<file path="src/rtl/s20ctr_pkg.sv">
// ----------------------------------------------------------------------------
// s20ctr_pkg
// types, constants and salsa20 round functions shared by the cipher modules
// ----------------------------------------------------------------------------
`default_nettype none

package s20ctr_pkg;

  localparam int unsigned RoundCountDef = 20;
  localparam int unsigned QueueDepth    = 4;
  localparam int unsigned CfgIdxW       = 3;

  localparam logic [31:0] Sigma0 = 32'h61707865;
  localparam logic [31:0] Sigma1 = 32'h3320646e;
  localparam logic [31:0] Sigma2 = 32'h79622d32;
  localparam logic [31:0] Sigma3 = 32'h6b206574;

  typedef enum logic [CfgIdxW-1:0] {
    REG_KEY0  = 3'd0,
    REG_KEY1  = 3'd1,
    REG_KEY2  = 3'd2,
    REG_KEY3  = 3'd3,
    REG_NONCE = 3'd4
  } cfg_reg_e;

  typedef enum logic [1:0] {
    GEN_LOAD,
    GEN_ROUND,
    GEN_FINAL,
    GEN_READY
  } gen_state_e;

  typedef logic [15:0][31:0] st_t;
  typedef logic [7:0][63:0]  blk_t;

  typedef struct packed {
    logic [31:0] a;
    logic [31:0] b;
    logic [31:0] c;
    logic [31:0] d;
  } qr_t;

  typedef struct packed {
    logic [63:0] data;
    logic [3:0]  count;
    logic        last;
    logic [2:0]  pos;
  } item_t;

  typedef struct packed {
    logic [63:0] data;
    logic [3:0]  count;
    logic        last;
  } res_t;

  typedef struct packed {
    logic consume;
    logic restart;
  } ks_ctrl_t;

  typedef struct packed {
    logic ready;
    blk_t block;
  } ks_stat_t;

  function automatic logic [31:0] rotl(logic [31:0] v, int unsigned s);
    return (v << s) | (v >> (32 - s));
  endfunction

  function automatic qr_t quarter(logic [31:0] a, logic [31:0] b,
                                  logic [31:0] c, logic [31:0] d);
    qr_t q;
    q.b = b ^ rotl(a + d, 7);
    q.c = c ^ rotl(q.b + a, 9);
    q.d = d ^ rotl(q.c + q.b, 13);
    q.a = a ^ rotl(q.d + q.c, 18);
    return q;
  endfunction

  // even rounds work on columns, odd rounds on rows
  function automatic st_t salsa_round(st_t x, logic odd);
    st_t y;
    qr_t q0;
    qr_t q1;
    qr_t q2;
    qr_t q3;
    y = x;
    if (!odd) begin
      q0 = quarter(x[0],  x[4],  x[8],  x[12]);
      q1 = quarter(x[5],  x[9],  x[13], x[1]);
      q2 = quarter(x[10], x[14], x[2],  x[6]);
      q3 = quarter(x[15], x[3],  x[7],  x[11]);
      y[0]  = q0.a; y[4]  = q0.b; y[8]  = q0.c; y[12] = q0.d;
      y[5]  = q1.a; y[9]  = q1.b; y[13] = q1.c; y[1]  = q1.d;
      y[10] = q2.a; y[14] = q2.b; y[2]  = q2.c; y[6]  = q2.d;
      y[15] = q3.a; y[3]  = q3.b; y[7]  = q3.c; y[11] = q3.d;
    end else begin
      q0 = quarter(x[0],  x[1],  x[2],  x[3]);
      q1 = quarter(x[5],  x[6],  x[7],  x[4]);
      q2 = quarter(x[10], x[11], x[8],  x[9]);
      q3 = quarter(x[15], x[12], x[13], x[14]);
      y[0]  = q0.a; y[1]  = q0.b; y[2]  = q0.c; y[3]  = q0.d;
      y[5]  = q1.a; y[6]  = q1.b; y[7]  = q1.c; y[4]  = q1.d;
      y[10] = q2.a; y[11] = q2.b; y[8]  = q2.c; y[9]  = q2.d;
      y[15] = q3.a; y[12] = q3.b; y[13] = q3.c; y[14] = q3.d;
    end
    return y;
  endfunction

  function automatic st_t init_state(logic [63:0] k0, logic [63:0] k1,
                                     logic [63:0] k2, logic [63:0] k3,
                                     logic [63:0] n, logic [63:0] ctr);
    st_t s;
    s[0]  = Sigma0;
    s[1]  = k0[31:0];
    s[2]  = k0[63:32];
    s[3]  = k1[31:0];
    s[4]  = k1[63:32];
    s[5]  = Sigma1;
    s[6]  = n[31:0];
    s[7]  = n[63:32];
    s[8]  = ctr[31:0];
    s[9]  = ctr[63:32];
    s[10] = Sigma2;
    s[11] = k2[31:0];
    s[12] = k2[63:32];
    s[13] = k3[31:0];
    s[14] = k3[63:32];
    s[15] = Sigma3;
    return s;
  endfunction

endpackage

`default_nettype wire

</file>
<file path="src/rtl/s20ctr_fifo.sv">
// ----------------------------------------------------------------------------
// s20ctr_fifo
// small first-in first-out queue with full and empty flags
// ----------------------------------------------------------------------------
`default_nettype none

module s20ctr_fifo #(
  parameter int unsigned WIDTH = 8,
  parameter int unsigned DEPTH = 4
) (
  input  wire logic             clk_i,
  input  wire logic             rst_ni,
  input  wire logic             push_i,
  input  wire logic [WIDTH-1:0] wr_data_i,
  output logic                  full_o,
  input  wire logic             pop_i,
  output logic [WIDTH-1:0]      rd_data_o,
  output logic                  empty_o
);

  localparam int unsigned PtrW = $clog2(DEPTH);
  localparam int unsigned CntW = $clog2(DEPTH + 1);

  logic [WIDTH-1:0] mem_q [DEPTH];
  logic [PtrW-1:0]  wr_ptr_q, wr_ptr_d;
  logic [PtrW-1:0]  rd_ptr_q, rd_ptr_d;
  logic [CntW-1:0]  cnt_q, cnt_d;
  logic             push_ok;
  logic             pop_ok;

  assign full_o    = (cnt_q == CntW'(DEPTH));
  assign empty_o   = (cnt_q == '0);
  assign push_ok   = push_i && !full_o;
  assign pop_ok    = pop_i && !empty_o;
  assign rd_data_o = mem_q[rd_ptr_q];

  always_comb begin
    wr_ptr_d = wr_ptr_q;
    rd_ptr_d = rd_ptr_q;
    cnt_d    = cnt_q;
    if (push_ok) begin
      wr_ptr_d = (wr_ptr_q == PtrW'(DEPTH - 1)) ? '0 : wr_ptr_q + 1'b1;
    end
    if (pop_ok) begin
      rd_ptr_d = (rd_ptr_q == PtrW'(DEPTH - 1)) ? '0 : rd_ptr_q + 1'b1;
    end
    if (push_ok && !pop_ok) begin
      cnt_d = cnt_q + 1'b1;
    end else if (pop_ok && !push_ok) begin
      cnt_d = cnt_q - 1'b1;
    end
  end

  always_ff @(posedge clk_i or negedge rst_ni) begin
    if (!rst_ni) begin
      wr_ptr_q <= '0;
      rd_ptr_q <= '0;
      cnt_q    <= '0;
    end else begin
      wr_ptr_q <= wr_ptr_d;
      rd_ptr_q <= rd_ptr_d;
      cnt_q    <= cnt_d;
    end
  end

  always_ff @(posedge clk_i) begin
    if (push_ok) begin
      mem_q[wr_ptr_q] <= wr_data_i;
    end
  end

endmodule

`default_nettype wire

</file>
<file path="src/rtl/s20ctr_front.sv">
// ----------------------------------------------------------------------------
// s20ctr_front
// input side: tags each item with its keystream word position and queues it
// ----------------------------------------------------------------------------
`default_nettype none

module s20ctr_front import s20ctr_pkg::*; (
  input  wire logic        clk_i,
  input  wire logic        rst_ni,
  input  wire logic        push_i,
  input  wire logic [63:0] data_in_i,
  input  wire logic [3:0]  byte_count_i,
  input  wire logic        last_item_i,
  output logic             full_o,
  input  wire logic        pop_i,
  output item_t            item_o,
  output logic             empty_o
);

  logic [2:0] pos_q, pos_d;
  logic       accept;
  item_t      item_in;

  assign accept = push_i && !full_o;

  always_comb begin
    item_in.data  = data_in_i;
    item_in.count = byte_count_i;
    item_in.last  = last_item_i;
    item_in.pos   = pos_q;
    pos_d         = pos_q;
    if (accept) begin
      pos_d = last_item_i ? '0 : pos_q + 1'b1;
    end
  end

  always_ff @(posedge clk_i or negedge rst_ni) begin
    if (!rst_ni) begin
      pos_q <= '0;
    end else begin
      pos_q <= pos_d;
    end
  end

  s20ctr_fifo #(
    .WIDTH ($bits(item_t)),
    .DEPTH (QueueDepth)
  ) u_in_fifo (
    .clk_i     (clk_i),
    .rst_ni    (rst_ni),
    .push_i    (push_i),
    .wr_data_i (item_in),
    .full_o    (full_o),
    .pop_i     (pop_i),
    .rd_data_o (item_o),
    .empty_o   (empty_o)
  );

endmodule

`default_nettype wire

</file>
<file path="config.mk">
export PLATFORM = sky130hd
export DESIGN_NAME = s20ctr_front
export DESIGN_NICKNAME = d
export VERILOG_FILES = /design/src/rtl/s20ctr_pkg.sv /design/src/rtl/s20ctr_fifo.sv /design/src/rtl/s20ctr_front.sv
export SDC_FILE = /design/constraint.sdc
export NUM_CORES = 1
export LEC_CHECK = 0
export BUFFER_PORTS_ARGS = -buffer_cell sky130_fd_sc_hd__buf_2
export CAP_MARGIN = 30
export CORE_UTILIZATION = 25
export DETAILED_ROUTE_END_ITERATION = 16
export PLACE_DENSITY = 0.52
export SKIP_CTS_REPAIR_TIMING = 1
export SLEW_MARGIN = 20
export SYNTH_ARGS = -nofsm -noshare
export SYNTH_HDL_FRONTEND = slang
export SYNTH_SLANG_ARGS = --single-unit
export TNS_END_PERCENT = 1
</file>
<file path="constraint.sdc">
create_clock -name clk_i -period 5.83 [get_ports clk_i]
set_input_delay 0.8745 -clock clk_i [delete_from_list [all_inputs] [get_ports clk_i]]
set_output_delay 0.8745 -clock clk_i [all_outputs]
set_load 0.02 [all_outputs]
</file>
### Word-level counts from Yosys, hierarchy flattened

Memory sizes are Yosys's and may differ from the RTL's.
Cells that the tools add are included.

* mux-type cells: 7
* $add $sub $neg: 5
* reductions and logical operators: 10
* eq/ne operators: 3

Operators with widths (number)
* two-way mux 3 bit: 3
* adder 3 x 1 -> 3 bit, second input constant: 2
* adder 2 x 1 -> 2 bit, second input constant: 2
* == test 2 bit, second input constant: 2
* logical AND 1 bit: 4
* logical NOT 1 bit: 4
* two-way mux 2 bit: 2
* == test 3 bit, second input constant: 1
* logical NOT 3 bit: 1
* subtractor 3 x 1 -> 3 bit, second input constant: 1
* two-way mux 1 bit: 2
* nonzero test 2 bit: 1

* bits in writable memories: 288
* word-level logic and storage cells: 30
* register bits after elaboration: 10
* memories: 1
* output and inout port bits: 74

Memory list
* u_in_fifo.mem_q: depth 4, width 72, read ports 1, clocked after memory_dff 0, wr ports 1, RTL line s20ctr_fifo.sv:24 `logic [WIDTH-1:0] mem_q [DEPTH];`

### Depth between registers and ports, before layout

* word-level depth: 7
* mapped depth: 9
* gate-level depth less buffers: 8

### Cells and area by module

Synthesis repeated with hierarchy kept, for this count alone.

* cell total of the unflattened synthesis: 427
* area, all modules: 10985.5 um^2

By module, submodules not included
* s20ctr_fifo: area each 10832.9 um^2, cells each 413, instances 1
* s20ctr_front: area each 152.6 um^2, cells each 14, instances 1

### Worst setup path after synthesis

Ideal clock, no wire load.

* kind: input to register
* start: input port push_i
* end: memory u_in_fifo.mem_q[0][0] (netlist name), enable pin
* data required time: 5.392 ns
* stages: 3
* buffers on the path: 1
* arrival: 2.872 ns
* slack: 2.520 ns
* library setup time: 0.438 ns
* cell sequence: nor2b_1 > buf_6 > and2_1

* word-level cells in the longest chain between the ends: 3

Ends and longest elaborated chain
* from (decl): RTL line s20ctr_front.sv:10 `input wire logic push_i,`
* logical AND 1 bit
* via accept: RTL line s20ctr_front.sv:21 `logic accept;`
* two-way mux 1 bit: RTL line s20ctr_fifo.sv:67 `if (push_ok) begin`
* two-way mux 1 bit (not written as such): RTL line s20ctr_fifo.sv:68 `mem_q[wr_ptr_q] <= wr_data_i;`
* to (decl): RTL line s20ctr_fifo.sv:24

The timed path passes the listed nets, and every way through them passes these cells.

==> results by group <==
Drt
  • WL/cell: 17.8 µm
  • Drt first-iter violations: 247
  • Remaining antenna violation count after routing: 0
  • DR DRC count: 0
  • DRT Wirelength: 21400 µm
  • DRT Pass-1 Iters: 4
  • Routed via count: 4899
  • Via density: 4.08

Placement
  • Post-Place Cells: 1145
  • Hpwl dp: ~12000 µm
  • Port-buffer cells: 146
  • Pre-CTS WS: roughly 2.4 ns
  • Placer Congestion: 0.649

Power and ir drop
  • Tot Pwr: 7.14 mW
  • Logic pwr share: 29.1%
  • Leakage: 4.51 nW
  • Switching power: 2.22 mW
  • Power per cell area: about 530 nW/µm²
  • Net Sw Frac: 31.0%
  • Maximum VDD drop: 0.289 mV
  • Clock power frac: 27.5%
  • Seq pwr share: 43.4%
  • Internal Power: slightly below 5 mW

Critical path
  • CP Class: reg2out
  • Worst-path fanout max: about 40
  • WP data required: 4.96 ns
  • Worst setup EP type: primary output
  • Worst path arrival time: between 2 and 3 ns
  • Setup crit start kind: flip-flop

Timing
  • Final setup violation count: 0
  • RSZ-0062 raised after global routing: no
  • Worst-Margin Slew: 0.900 ns
  • Pins Over Slew Limit: 0
  • WHS: 0.216 ns
  • Final Hold Vio Count: 0
  • Clk_skew: 0.0119 ns
  • Fin crit period: 3.49 ns
  • Final worst path period share: roughly 60%
  • Max Fclk: 0.286 GHz
  • Max_slew headroom: between 30% and 40%
  • Fin worst setup slack: 2.34 ns
  • TNS Setup: 0 ns

Logic synthesis
  • Synth Warn #: 0
  • Post-synthesis sequential area ratio: 80.8%
  • Synthesized area per cell: 25.9 µm²
  • Distinct cells, synth: 22
  • Synthesized cell area: around 11000 µm²
  • Mapped Cells: between 400 and 500
  • Synthesized Nets: 506
  • Seq cells post-synth: 298

GRT
  • Pin count of the biggest net entering global routing: 73
  • Antenna violations before repair: 0
  • Tot GR Track Use: 9.86%
  • Vias in the first global route: approximately 5400
  • Global-route wire length before repair: 32700 µm
  • Remaining Overflow, GRT: 0

Layout
  • # nets final: between 600 and 700
  • Most frequent cells in the layout: edfxtp_1, buf_2, mux4_2
  • P&R area growth vs syn: 22.2%
  • Post-route insts no fill: 1201
  • Antenna Cells: 0
  • Most common cell after layout, fill and taps aside: edfxtp_1
  • Share of cells above drive strength 1: 45.5%

Clocking
  • CTS tree: built
  • H-tree Lvls: 2
  • Clock Tree Buf Depth: 3
  • CTS clk-pin slew, worst paths: 0.06 ns
  • CTS sink cnt: 298
  • CTS Root Cell: clkbuf_16
  • Clock latency on the worst-skew pair: 0.51 ns
  • Num CTS Buffers: 34

Outcome
  • Status: completed

Die
  • Core area: around 43000 µm²
  • Initial Utilization: roughly a quarter
  • Die height: 212 µm
  • # IOs: 147
  • Die ar.: 44900 µm²
  • Row Count: 76
  • Horiz. Die Dim: 212 µm

Flow run
  • Max-Cap Viols: 0

Worst hold path
  • Worst hold path class: in2async
-- state kept, by name (all words and copies together) (netlist names) --
| register | cells |
|---|---|
| pos_q | 3 |
| u_in_fifo.cnt_q | 3 |
| u_in_fifo.mem_q | 288 |
| u_in_fifo.rd_ptr_q | 2 |
| u_in_fifo.wr_ptr_q | 2 |
-- metal layers --
layer  up-vias  track usage (%)  routed length [µm]
met5         -                0                   0
met3        36             2.57                1050
met1      2595             12.3                9160
li1       2153                -                   -
met4         0             4.30                 520
met2       115             16.1               10600
-- layout make-up --
cell class / count / area (µm²)
Clock buffer: 45 / 956
Clock inverter: 11 / 72.6
Fill cell: 4174 / 29800
Inverter: 4 / 15.0
Multi-Input combinational cell: 106 / 1970
Sequential cell: 298 / 8910
Tap cell: 585 / 732
Timing Repair Buffer: 152 / 801
-- worst max-delay path, stage by stage, from the launching register on --
cell	delay, ns
dfrtp_4	0.89
buf_12	0.42
mux4_2	0.56
buf_2	0.18
-- synth_stat cells --
library cell    n  area (µm²)
nand2b_1        1        6.26
buf_6           8        90.1
inv_1           4        15.0
o221ai_1        1        8.76
nor2b_1         2        12.5
buf_2           8        40.0
dfrtp_1        10         250
nor3b_4         1        18.8
nand4b_1        1        8.76
xnor2_1         1        8.76
nor3_1          1        5.00
edfxtp_1      288        8650
buf_4           1        7.51
mux2_2          3        33.8
and2_1          4        25.0
or3_1           1        6.26
fa_1            1        20.0
mux2_4          4        60.1
mux4_2         72        1620
nor2_1          4        15.0
xor2_1          2        17.5
ha_1            7        87.6
-- kinds of logic (layout without fill, tap and decap cells) --
logic type / Yosys count / count (layout) / synth area share [%]
flops: 298 / 298 / 80.8
compound gates: 1 / 1 / 0.0796
buf+inv: 21 / 212 / 1.39
simple gates: 15 / 15 / 0.887
fa+ha+maj: 8 / 8 / 0.978
xor+xnor: 3 / 3 / 0.239
mux: 79 / 79 / 15.6
-- worst paths after layout --
kind / from / to / slack [ns] / depth (start not counted)
max in group asynchronous: rst_ni / u_in_fifo.rd_ptr_q[1] / 5.38 / 1
setup reg to reg: u_in_fifo.cnt_q[2] / u_in_fifo.mem_q[1][40] / 2.88 / 4
setup / recovery: u_in_fifo.rd_ptr_q[0] / item_o[15] / 2.34 / 3
hold reg to reg: u_in_fifo.cnt_q[2] / u_in_fifo.cnt_q[2] / 0.51 / 1
hold / removal: rst_ni / u_in_fifo.cnt_q[1] / 0.22 / 1
min in group clk_i: u_in_fifo.cnt_q[2] / u_in_fifo.cnt_q[2] / 0.51 / 1
-- power by group through the flow --
stage | sequential, mW | clock [mW] | combinational [mW]
after global placement | 3.14 | 0 | 2.15
after CTS | 3.12 | 2.05 | 2.16
after floorplan | 3.00 | 0 | 1.60
after global routing | 3.16 | 2.12 | 2.25
after detailed placement | 3.16 | 0 | 2.15
final | 3.10 | 1.96 | 2.08
-- through the flow --
| step | cell area (µm²) | util (%) |
|---|---|---|
| after detailed placement | 12400 | 28.7 |
| after global placement | 12400 | 28.7 |
| final | 13400 | 31.1 |
| after global routing | 13400 | 31.1 |
| after CTS | 13400 | 31.1 |
| after floorplan | 11000 | - |
Power figures use the tool's default switching activity.
