[src/rtl/s20ctr_pkg.sv]
// ----------------------------------------------------------------------------
// s20ctr_pkg
// types, constants and salsa20 round functions shared by the cipher modules
// ----------------------------------------------------------------------------
`default_nettype none

package s20ctr_pkg;

  localparam int unsigned RoundCountDef = 20;
  localparam int unsigned QueueDepth    = 4;
  localparam int unsigned CfgIdxW       = 3;

  localparam logic [31:0] Sigma0 = 32'h61707865;
  localparam logic [31:0] Sigma1 = 32'h3320646e;
  localparam logic [31:0] Sigma2 = 32'h79622d32;
  localparam logic [31:0] Sigma3 = 32'h6b206574;

  typedef enum logic [CfgIdxW-1:0] {
    REG_KEY0  = 3'd0,
    REG_KEY1  = 3'd1,
    REG_KEY2  = 3'd2,
    REG_KEY3  = 3'd3,
    REG_NONCE = 3'd4
  } cfg_reg_e;

  typedef enum logic [1:0] {
    GEN_LOAD,
    GEN_ROUND,
    GEN_FINAL,
    GEN_READY
  } gen_state_e;

  typedef logic [15:0][31:0] st_t;
  typedef logic [7:0][63:0]  blk_t;

  typedef struct packed {
    logic [31:0] a;
    logic [31:0] b;
    logic [31:0] c;
    logic [31:0] d;
  } qr_t;

  typedef struct packed {
    logic [63:0] data;
    logic [3:0]  count;
    logic        last;
    logic [2:0]  pos;
  } item_t;

  typedef struct packed {
    logic [63:0] data;
    logic [3:0]  count;
    logic        last;
  } res_t;

  typedef struct packed {
    logic consume;
    logic restart;
  } ks_ctrl_t;

  typedef struct packed {
    logic ready;
    blk_t block;
  } ks_stat_t;

  function automatic logic [31:0] rotl(logic [31:0] v, int unsigned s);
    return (v << s) | (v >> (32 - s));
  endfunction

  function automatic qr_t quarter(logic [31:0] a, logic [31:0] b,
                                  logic [31:0] c, logic [31:0] d);
    qr_t q;
    q.b = b ^ rotl(a + d, 7);
    q.c = c ^ rotl(q.b + a, 9);
    q.d = d ^ rotl(q.c + q.b, 13);
    q.a = a ^ rotl(q.d + q.c, 18);
    return q;
  endfunction

  // even rounds work on columns, odd rounds on rows
  function automatic st_t salsa_round(st_t x, logic odd);
    st_t y;
    qr_t q0;
    qr_t q1;
    qr_t q2;
    qr_t q3;
    y = x;
    if (!odd) begin
      q0 = quarter(x[0],  x[4],  x[8],  x[12]);
      q1 = quarter(x[5],  x[9],  x[13], x[1]);
      q2 = quarter(x[10], x[14], x[2],  x[6]);
      q3 = quarter(x[15], x[3],  x[7],  x[11]);
      y[0]  = q0.a; y[4]  = q0.b; y[8]  = q0.c; y[12] = q0.d;
      y[5]  = q1.a; y[9]  = q1.b; y[13] = q1.c; y[1]  = q1.d;
      y[10] = q2.a; y[14] = q2.b; y[2]  = q2.c; y[6]  = q2.d;
      y[15] = q3.a; y[3]  = q3.b; y[7]  = q3.c; y[11] = q3.d;
    end else begin
      q0 = quarter(x[0],  x[1],  x[2],  x[3]);
      q1 = quarter(x[5],  x[6],  x[7],  x[4]);
      q2 = quarter(x[10], x[11], x[8],  x[9]);
      q3 = quarter(x[15], x[12], x[13], x[14]);
      y[0]  = q0.a; y[1]  = q0.b; y[2]  = q0.c; y[3]  = q0.d;
      y[5]  = q1.a; y[6]  = q1.b; y[7]  = q1.c; y[4]  = q1.d;
      y[10] = q2.a; y[11] = q2.b; y[8]  = q2.c; y[9]  = q2.d;
      y[15] = q3.a; y[12] = q3.b; y[13] = q3.c; y[14] = q3.d;
    end
    return y;
  endfunction

  function automatic st_t init_state(logic [63:0] k0, logic [63:0] k1,
                                     logic [63:0] k2, logic [63:0] k3,
                                     logic [63:0] n, logic [63:0] ctr);
    st_t s;
    s[0]  = Sigma0;
    s[1]  = k0[31:0];
    s[2]  = k0[63:32];
    s[3]  = k1[31:0];
    s[4]  = k1[63:32];
    s[5]  = Sigma1;
    s[6]  = n[31:0];
    s[7]  = n[63:32];
    s[8]  = ctr[31:0];
    s[9]  = ctr[63:32];
    s[10] = Sigma2;
    s[11] = k2[31:0];
    s[12] = k2[63:32];
    s[13] = k3[31:0];
    s[14] = k3[63:32];
    s[15] = Sigma3;
    return s;
  endfunction

endpackage

`default_nettype wire

[src/rtl/s20ctr_fifo.sv]
// ----------------------------------------------------------------------------
// s20ctr_fifo
// small first-in first-out queue with full and empty flags
// ----------------------------------------------------------------------------
`default_nettype none

module s20ctr_fifo #(
  parameter int unsigned WIDTH = 8,
  parameter int unsigned DEPTH = 4
) (
  input  wire logic             clk_i,
  input  wire logic             rst_ni,
  input  wire logic             push_i,
  input  wire logic [WIDTH-1:0] wr_data_i,
  output logic                  full_o,
  input  wire logic             pop_i,
  output logic [WIDTH-1:0]      rd_data_o,
  output logic                  empty_o
);

  localparam int unsigned PtrW = $clog2(DEPTH);
  localparam int unsigned CntW = $clog2(DEPTH + 1);

  logic [WIDTH-1:0] mem_q [DEPTH];
  logic [PtrW-1:0]  wr_ptr_q, wr_ptr_d;
  logic [PtrW-1:0]  rd_ptr_q, rd_ptr_d;
  logic [CntW-1:0]  cnt_q, cnt_d;
  logic             push_ok;
  logic             pop_ok;

  assign full_o    = (cnt_q == CntW'(DEPTH));
  assign empty_o   = (cnt_q == '0);
  assign push_ok   = push_i && !full_o;
  assign pop_ok    = pop_i && !empty_o;
  assign rd_data_o = mem_q[rd_ptr_q];

  always_comb begin
    wr_ptr_d = wr_ptr_q;
    rd_ptr_d = rd_ptr_q;
    cnt_d    = cnt_q;
    if (push_ok) begin
      wr_ptr_d = (wr_ptr_q == PtrW'(DEPTH - 1)) ? '0 : wr_ptr_q + 1'b1;
    end
    if (pop_ok) begin
      rd_ptr_d = (rd_ptr_q == PtrW'(DEPTH - 1)) ? '0 : rd_ptr_q + 1'b1;
    end
    if (push_ok && !pop_ok) begin
      cnt_d = cnt_q + 1'b1;
    end else if (pop_ok && !push_ok) begin
      cnt_d = cnt_q - 1'b1;
    end
  end

  always_ff @(posedge clk_i or negedge rst_ni) begin
    if (!rst_ni) begin
      wr_ptr_q <= '0;
      rd_ptr_q <= '0;
      cnt_q    <= '0;
    end else begin
      wr_ptr_q <= wr_ptr_d;
      rd_ptr_q <= rd_ptr_d;
      cnt_q    <= cnt_d;
    end
  end

  always_ff @(posedge clk_i) begin
    if (push_ok) begin
      mem_q[wr_ptr_q] <= wr_data_i;
    end
  end

endmodule

`default_nettype wire

[src/rtl/s20ctr_back.sv]
// ----------------------------------------------------------------------------
// s20ctr_back
// output side: xors queued items with keystream, masks bytes, queues results
// ----------------------------------------------------------------------------
`default_nettype none

module s20ctr_back import s20ctr_pkg::*; (
  input  wire logic     clk_i,
  input  wire logic     rst_ni,
  input  wire item_t    item_i,
  input  wire logic     in_empty_i,
  output logic          in_pop_o,
  input  wire ks_stat_t stat_i,
  output ks_ctrl_t      ctrl_o,
  input  wire logic     pop_i,
  output res_t          res_o,
  output logic          empty_o
);

  blk_t        act_q;
  logic        first;
  logic        go;
  logic        out_full;
  logic [63:0] ks;
  logic [63:0] mask;
  res_t        res_in;

  assign first = (item_i.pos == '0);
  assign go    = !in_empty_i && !out_full && (!first || stat_i.ready);
  assign ks    = first ? stat_i.block[0] : act_q[item_i.pos];

  always_comb begin
    for (int i = 0; i < 8; i++) begin
      mask[8*i +: 8] = {8{item_i.count > 4'(i)}};
    end
    res_in.data  = (item_i.data ^ ks) & mask;
    res_in.count = item_i.count;
    res_in.last  = item_i.last;
  end

  assign in_pop_o       = go;
  assign ctrl_o.consume = go && first;
  assign ctrl_o.restart = go && item_i.last;

  always_ff @(posedge clk_i) begin
    if (go && first) begin
      act_q <= stat_i.block;
    end
  end

  s20ctr_fifo #(
    .WIDTH ($bits(res_t)),
    .DEPTH (QueueDepth)
  ) u_out_fifo (
    .clk_i     (clk_i),
    .rst_ni    (rst_ni),
    .push_i    (go),
    .wr_data_i (res_in),
    .full_o    (out_full),
    .pop_i     (pop_i),
    .rd_data_o (res_o),
    .empty_o   (empty_o)
  );

endmodule

`default_nettype wire

[config.mk]
export PLATFORM = sky130hd
export DESIGN_NAME = s20ctr_back
export DESIGN_NICKNAME = d
export VERILOG_FILES = /design/src/rtl/s20ctr_pkg.sv /design/src/rtl/s20ctr_fifo.sv /design/src/rtl/s20ctr_back.sv
export SDC_FILE = /design/constraint.sdc
export NUM_CORES = 1
export LEC_CHECK = 0
export ABC_AREA = 0
export BUFFER_PORTS_ARGS = -buffer_cell sky130_fd_sc_hd__buf_2
export CAP_MARGIN = 20
export CORE_ASPECT_RATIO = 0.5
export CORE_UTILIZATION = 49
export DETAILED_ROUTE_END_ITERATION = 10
export PLACE_DENSITY = 0.82
export SKIP_CTS_REPAIR_TIMING = 1
export SYNTH_ARGS = -nofsm -noshare
export SYNTH_HDL_FRONTEND = slang
export SYNTH_SLANG_ARGS = --single-unit
[constraint.sdc]
create_clock -name clk_i -period 19.44 [get_ports clk_i]
set_clock_uncertainty 0.15 [all_clocks]
set_input_delay 3.888 -clock clk_i [delete_from_list [all_inputs] [get_ports clk_i]]
set_output_delay 3.888 -clock clk_i [all_outputs]
set_load 0.01 [all_outputs]
* Yosys cells after proc, flatten, opt, wreduce, memory -nomap -nowiden
Memories as Yosys holds them, arrays and structs flattened.
Index checks and enable logic that the tools add are counted.
W data, S select, Z words.
** Word-level totals
- Register bits after elaboration :: 519
- Latch bits :: 0
- Bits in writable memories :: 276
- ROM bits :: 0
- Input bits :: 589
- Output and inout port bits :: 73
- Logic and storage cells :: 57
- Memories :: 1
** Cells by class
- Add/subtract/negate cells :: 4
- Multipliers :: 0
- Divide/modulo/power cells :: 0
- $lt $le $gt $ge :: 9
- Equal/unequal tests :: 3
- Shifts and indexed selects :: 0
- Multiplexer cells :: 9
- Bitwise gates (word level) :: 2
- Reductions and logical operators :: 18
** Memories
- u_out_fifo.mem_q :: depth 4, bits a word 69, read ports 1, clocked after memory_dff 0, write ports 1, RTL line s20ctr_fifo.sv:24 : logic [WIDTH-1:0] mem_q [DEPTH];
** Operator list (number)
- $bmux W64 S3 :: 1
- $mux W64 :: 2
- $and A64 B64 Y64 :: 1
- $xor A64 B64 Y64 :: 1
- $gt A4 B3 Y1 const B :: 4
- $gt A4 B1 Y1 const B :: 2
- $gt A4 B2 Y1 const B :: 2
- $logic_and A1 B1 Y1 :: 8
- $logic_not A1 Y1 :: 6
- $logic_not A3 Y1 :: 2
- $mux W3 :: 2
- $add A2 B1 Y2 const B :: 2
- $eq A2 B2 Y1 const B :: 2
- $lt A3 B4 Y1 const B :: 1
- $mux W2 :: 2
- $add A3 B1 Y3 const B :: 1
- $eq A3 B3 Y1 const B :: 1
- $sub A3 B1 Y3 const B :: 1
- $mux W1 :: 2
- $reduce_bool A2 Y1 :: 1
- $logic_or A1 B1 Y1 :: 1

* Logic depth before layout (Yosys ltp)
- Depth after elaboration :: 9
- Depth in mapped cells :: 10

* By module
Synthesis repeated with hierarchy kept, for this count alone.
** Unflattened totals
- Cells, all modules :: 1519
- Area, all modules :: 29858.6 um^2
** Modules (own cells, without submodules)
- s20ctr_back :: times used 1, cells each 1121, area an instance 19369.8 um^2, sequential area each 13452.9 um^2
- s20ctr_fifo :: times used 1, cells each 398, area an instance 10488.8 um^2, sequential area each 8463.1 um^2

* Worst setup path after synthesis
No wires, ideal clock.
- Path type :: input-to-output
- Start point :: in item_i[1] (netlist bit)
- End point :: out ctrl_o[1] (netlist bit)
- Data arrival time :: 15083 ps
- Slack :: 319 ps
- Stages :: 5
- Cell sequence :: buf_2 > nor2_1 > clkbuf_1 > buf_2 > and4b_1
** RTL lines
- start, declared :: RTL line s20ctr_back.sv:10 : input wire item_t item_i,
- end, declared :: RTL line s20ctr_back.sv:14 : output ks_ctrl_t ctrl_o,

==> results.txt <==
The count of final max-slew check failures came out at 0. The number of flops mapped to enable cells by yosys came out at 724. The most common cell in the synthesized netlist is edfxtp_1. Detailed routing inserted a total of 17400 vias. The combined global-route utilization of all metal layers came out at 24.5%.

Once detail routing completed, the nets flagged for antenna violations numbered 0. The first-pass GRT wire length is 109000 um. Measured along the y axis, the die boundary spans 176 um.

The quantity of I/O buffers inserted on ports came out at 661. The worst max-slew margin expressed relative to the limit came out at 23.7%. The utilization of the core after routing is 60.4%. The number of warnings reported in the yosys synthesis log came out at 0. In this run the clock root is driven by a clkbuf_16. Of the post-synthesis cell area, the dominant cell type holds 73.2%.

The total setup violations reported at the end of the flow came out at 0. The count of mapped cells out of synthesis is 1515. The register area share after synthesis is 73.8%. The mean cell area of the mapped netlist came out at 19.6 um^2. The data arrival time of the worst path came out at 5430 ps. Tracing the worst setup path back leads to its startpoint at in_empty_i. STA puts the critical path data required time at 15400 ps. The insertion delay to the later sink of the worst-skew pair came out at 600 ps.

The sink count of the clock tree is 731. The total die area came out at 0.0617 mm^2. The post-synthesis instance area came out at 0.0297 mm^2. For this run, the leading register cell type out of synthesis is edfxtp_1. The post-route DRC violation count is 0. Entering global routing, the biggest net connects 89 pins.

STA classifies the critical path endpoint as an output pin. The worst hold path class is register to register. By instance count, the cell type seen most on the critical path is buf_2. The synthesized design spends more area on one cell type than any other, namely edfxtp_1. The net count of the finished layout is 2783. The share of flip-flops with an asynchronous set or reset came out at 0.958%.

The leakage power of the design came out at 13.6 nW. The number of antenna violations at the first check in global routing is 37. The TritonCTS buffer count is 66.

The routed wire length per instance came out at 25.1 um. Counting both buffers and inverters, the worst setup path holds a total of 2. The count of boundary I/O pins came out at 662. The post-detailed-route via-to-cell ratio is 5.63. The category of the critical setup timing path is input port to output pin.

The H-tree depth reported by CTS is 3. Dividing total power by cell area gives a power density of 111 mW/mm^2. The total overflow reported by the global router is 0. The most critical setup path has its endpoint at ctrl_o[1]. The critical-path maximum fanout came out at 47. The number of failing hold endpoints at the final stage came out at 0. The clock passes through at most 3 buffers. The post-route netlist has 41.6% of its cells at a drive strength greater than 1. The largest individual stage delay along the critical path comes from the cell and4b_4. The clock period minus final worst setup slack is 9460 ps. The clock-pin slew reported for the worst setup and hold paths after clock tree synthesis is 70 ps. The share of the clock period used by the worst path after layout came out at 48.7%. The number of optimization iterations in the first detailed-route pass is 7. The number of global-route vias before repair came out at 17600.

After synthesis, the cell types taking the most area are edfxtp_1 73%, mux2i_1 8.5%, mux4_2 5.2%. Once detailed placement completed, the half-perimeter wirelength came to 51600 um. The area of the core came out at 0.0596 mm^2. The flow ran to the end, and the final reports show no timing, DRC or antenna violations. Static timing analysis puts the maximum clock frequency at 106 MHz. The total stage count of the critical path is 4. The reg-to-reg critical path endpoint is act_q[333]. The initial core utilization came out at 49.9%. The worst setup path is launched from an input port. The CTS tree is done.

The delay of the slowest critical-path stage is 810 ps. Sorting the synthesized cells by how often they occur yields 724 x edfxtp_1, 252 x mux2i_1, 69 x mux4_2, 53 x nor2_1, 49 x a221oi_2. The layout overhead on the synthesized area came out at 21.1%. The path depth of the worst reg2reg path is 7. For the pin with the worst max-slew slack, the measured transition is 1140 ps. When the netlist entered floorplanning its net count stood at 2111. The count of standard-cell rows came out at 63. The die outline width came out at 350 um. Setup repair after global routing left no endpoint under its margin. IR analysis of the VDD net gives a maximum drop of 73.4 uV.

The weighted congestion at the end of routability-driven global placement came out at 0.952. The number of DRC markers after the initial detailed-route iteration is 1569. The signal on the critical path passes through buf_2 > a21oi_1 > and4b_4 > buf_2. The slack of the worst reg-to-reg path came out at 14820 ps.

The number of different library cells in the post-synthesis netlist came out at 40. Counting instances, the worst hold path has a depth of 1. The detailed-route wire length is 77500 um. The total negative slack for setup checks is 0 ps. The dominant delay contributor by cell family on the critical path is simple AND/OR/NAND/NOR gates.

In this run the critical register-to-register path is launched from u_out_fifo.cnt_q[0]. Counting flops and latches in the post-synthesis netlist gives 731. Max-cap violations in this run came to 0.
==> routing by layer <==
layer,part of all wire [%],GRT usage (%)
met3,6.4,5.84
met2,52,41.3
met5,0.015,0
met4,5.3,13.2
met1,37,29.4
==> metrics by stage <==
| step | instances | total power [mW] | setup WS [ps] | hold WS (ps) | cell area [um^2] |
|---|---|---|---|---|---|
| detailed placement | 2926 | 2.77 | 10000 | 378 | 33700 |
| floorplan | 1515 | 2.43 | 319 | 314 | 29700 |
| global placement | 2926 | 2.75 | 10040 | 381 | 33700 |
| CTS | 3044 | 4.02 | 10010 | 390 | 35800 |
| global route | 3084 | 4.13 | 9930 | 396 | 36000 |
| finish | 3087 | 4.00 | 9980 | 409 | 36000 |
==> kinds of logic (layout without fill, tap and decap cells) <==
group	after synthesis	in the layout	share of synthesized area [%]
flops	731	731	73.8
mux	385	385	16.2
compound gates	160	160	5.42
simple gates	142	142	2.42
buf+inv	87	809	1.82
fa+ha+maj	7	7	0.320
xor+xnor	3	3	0.0884
other cells	0	38	0
==> power breakdown <==
| group | switching (mW) | internal [mW] | leakage, nW | total, mW |
|---|---|---|---|---|
| registers | 0.0666 | 1.90 | 6.68 | 1.96 |
| clock network | 0.567 | 0.694 | 1.01 | 1.26 |
| logic | 0.436 | 0.338 | 5.88 | 0.774 |
| total | 1.07 | 2.93 | 13.6 | 4.00 |
==> worst min-delay path by stage <==
stage                   startpoint                  end  slack, ps
6_report       u_out_fifo.cnt_q[2]  u_out_fifo.cnt_q[2]        410
3_5_place_dp   u_out_fifo.cnt_q[2]  u_out_fifo.cnt_q[2]        380
4_1_cts        u_out_fifo.cnt_q[2]  u_out_fifo.cnt_q[2]        390
3_3_place_gp   u_out_fifo.cnt_q[2]  u_out_fifo.cnt_q[2]        380
5_1_grt        u_out_fifo.cnt_q[2]  u_out_fifo.cnt_q[2]        400
2_1_floorplan  u_out_fifo.cnt_q[2]  u_out_fifo.cnt_q[2]        310
==> cell type report <==
| cell class | instances | area, um^2 |
|---|---|---|
| timing repair buffer | 688 | 3590 |
| clock inverter | 34 | 220 |
| antenna | 38 | 95.1 |
| clock buffer | 84 | 1830 |
| multi-input combinational | 697 | 7310 |
| sequential | 731 | 21900 |
| fill | 4354 | 23600 |
| inverter | 3 | 11.3 |
| tap | 812 | 1020 |
==> placed cells by master (no fill, tap or decap), types with 14 or more instances in the layout <==
cell type	count
a22oi_1	16
diode_2	38
a221oi_2	49
edfxtp_1	724
nand2_1	17
clkinv_2	14
nand2b_1	19
buf_4	22
buf_2	660
nor2_1	52
clkbuf_16	71
mux2i_1	252
nor2b_1	40
mux2_1	48
mux4_2	69
a22o_1	46
mux2_2	14
==> flip-flops by register name, summed over array words and instances, names as in the netlist <==
| register | flops |
|---|---|
| act_q | 448 |
| u_out_fifo.cnt_q | 3 |
| u_out_fifo.mem_q | 276 |
| u_out_fifo.wr_ptr_q | 2 |
| u_out_fifo.rd_ptr_q | 2 |
==> worst register-to-register path, stage by stage, from the launching register on <==
cell and delay [ps]:
dfrtp_1 440, nor2_1 120, a21oi_1 350, and4b_4 810
buf_4 810, buf_4 680, buf_4 550, buf_16 340
No activity file was read; power rests on OpenSTA's default activity.
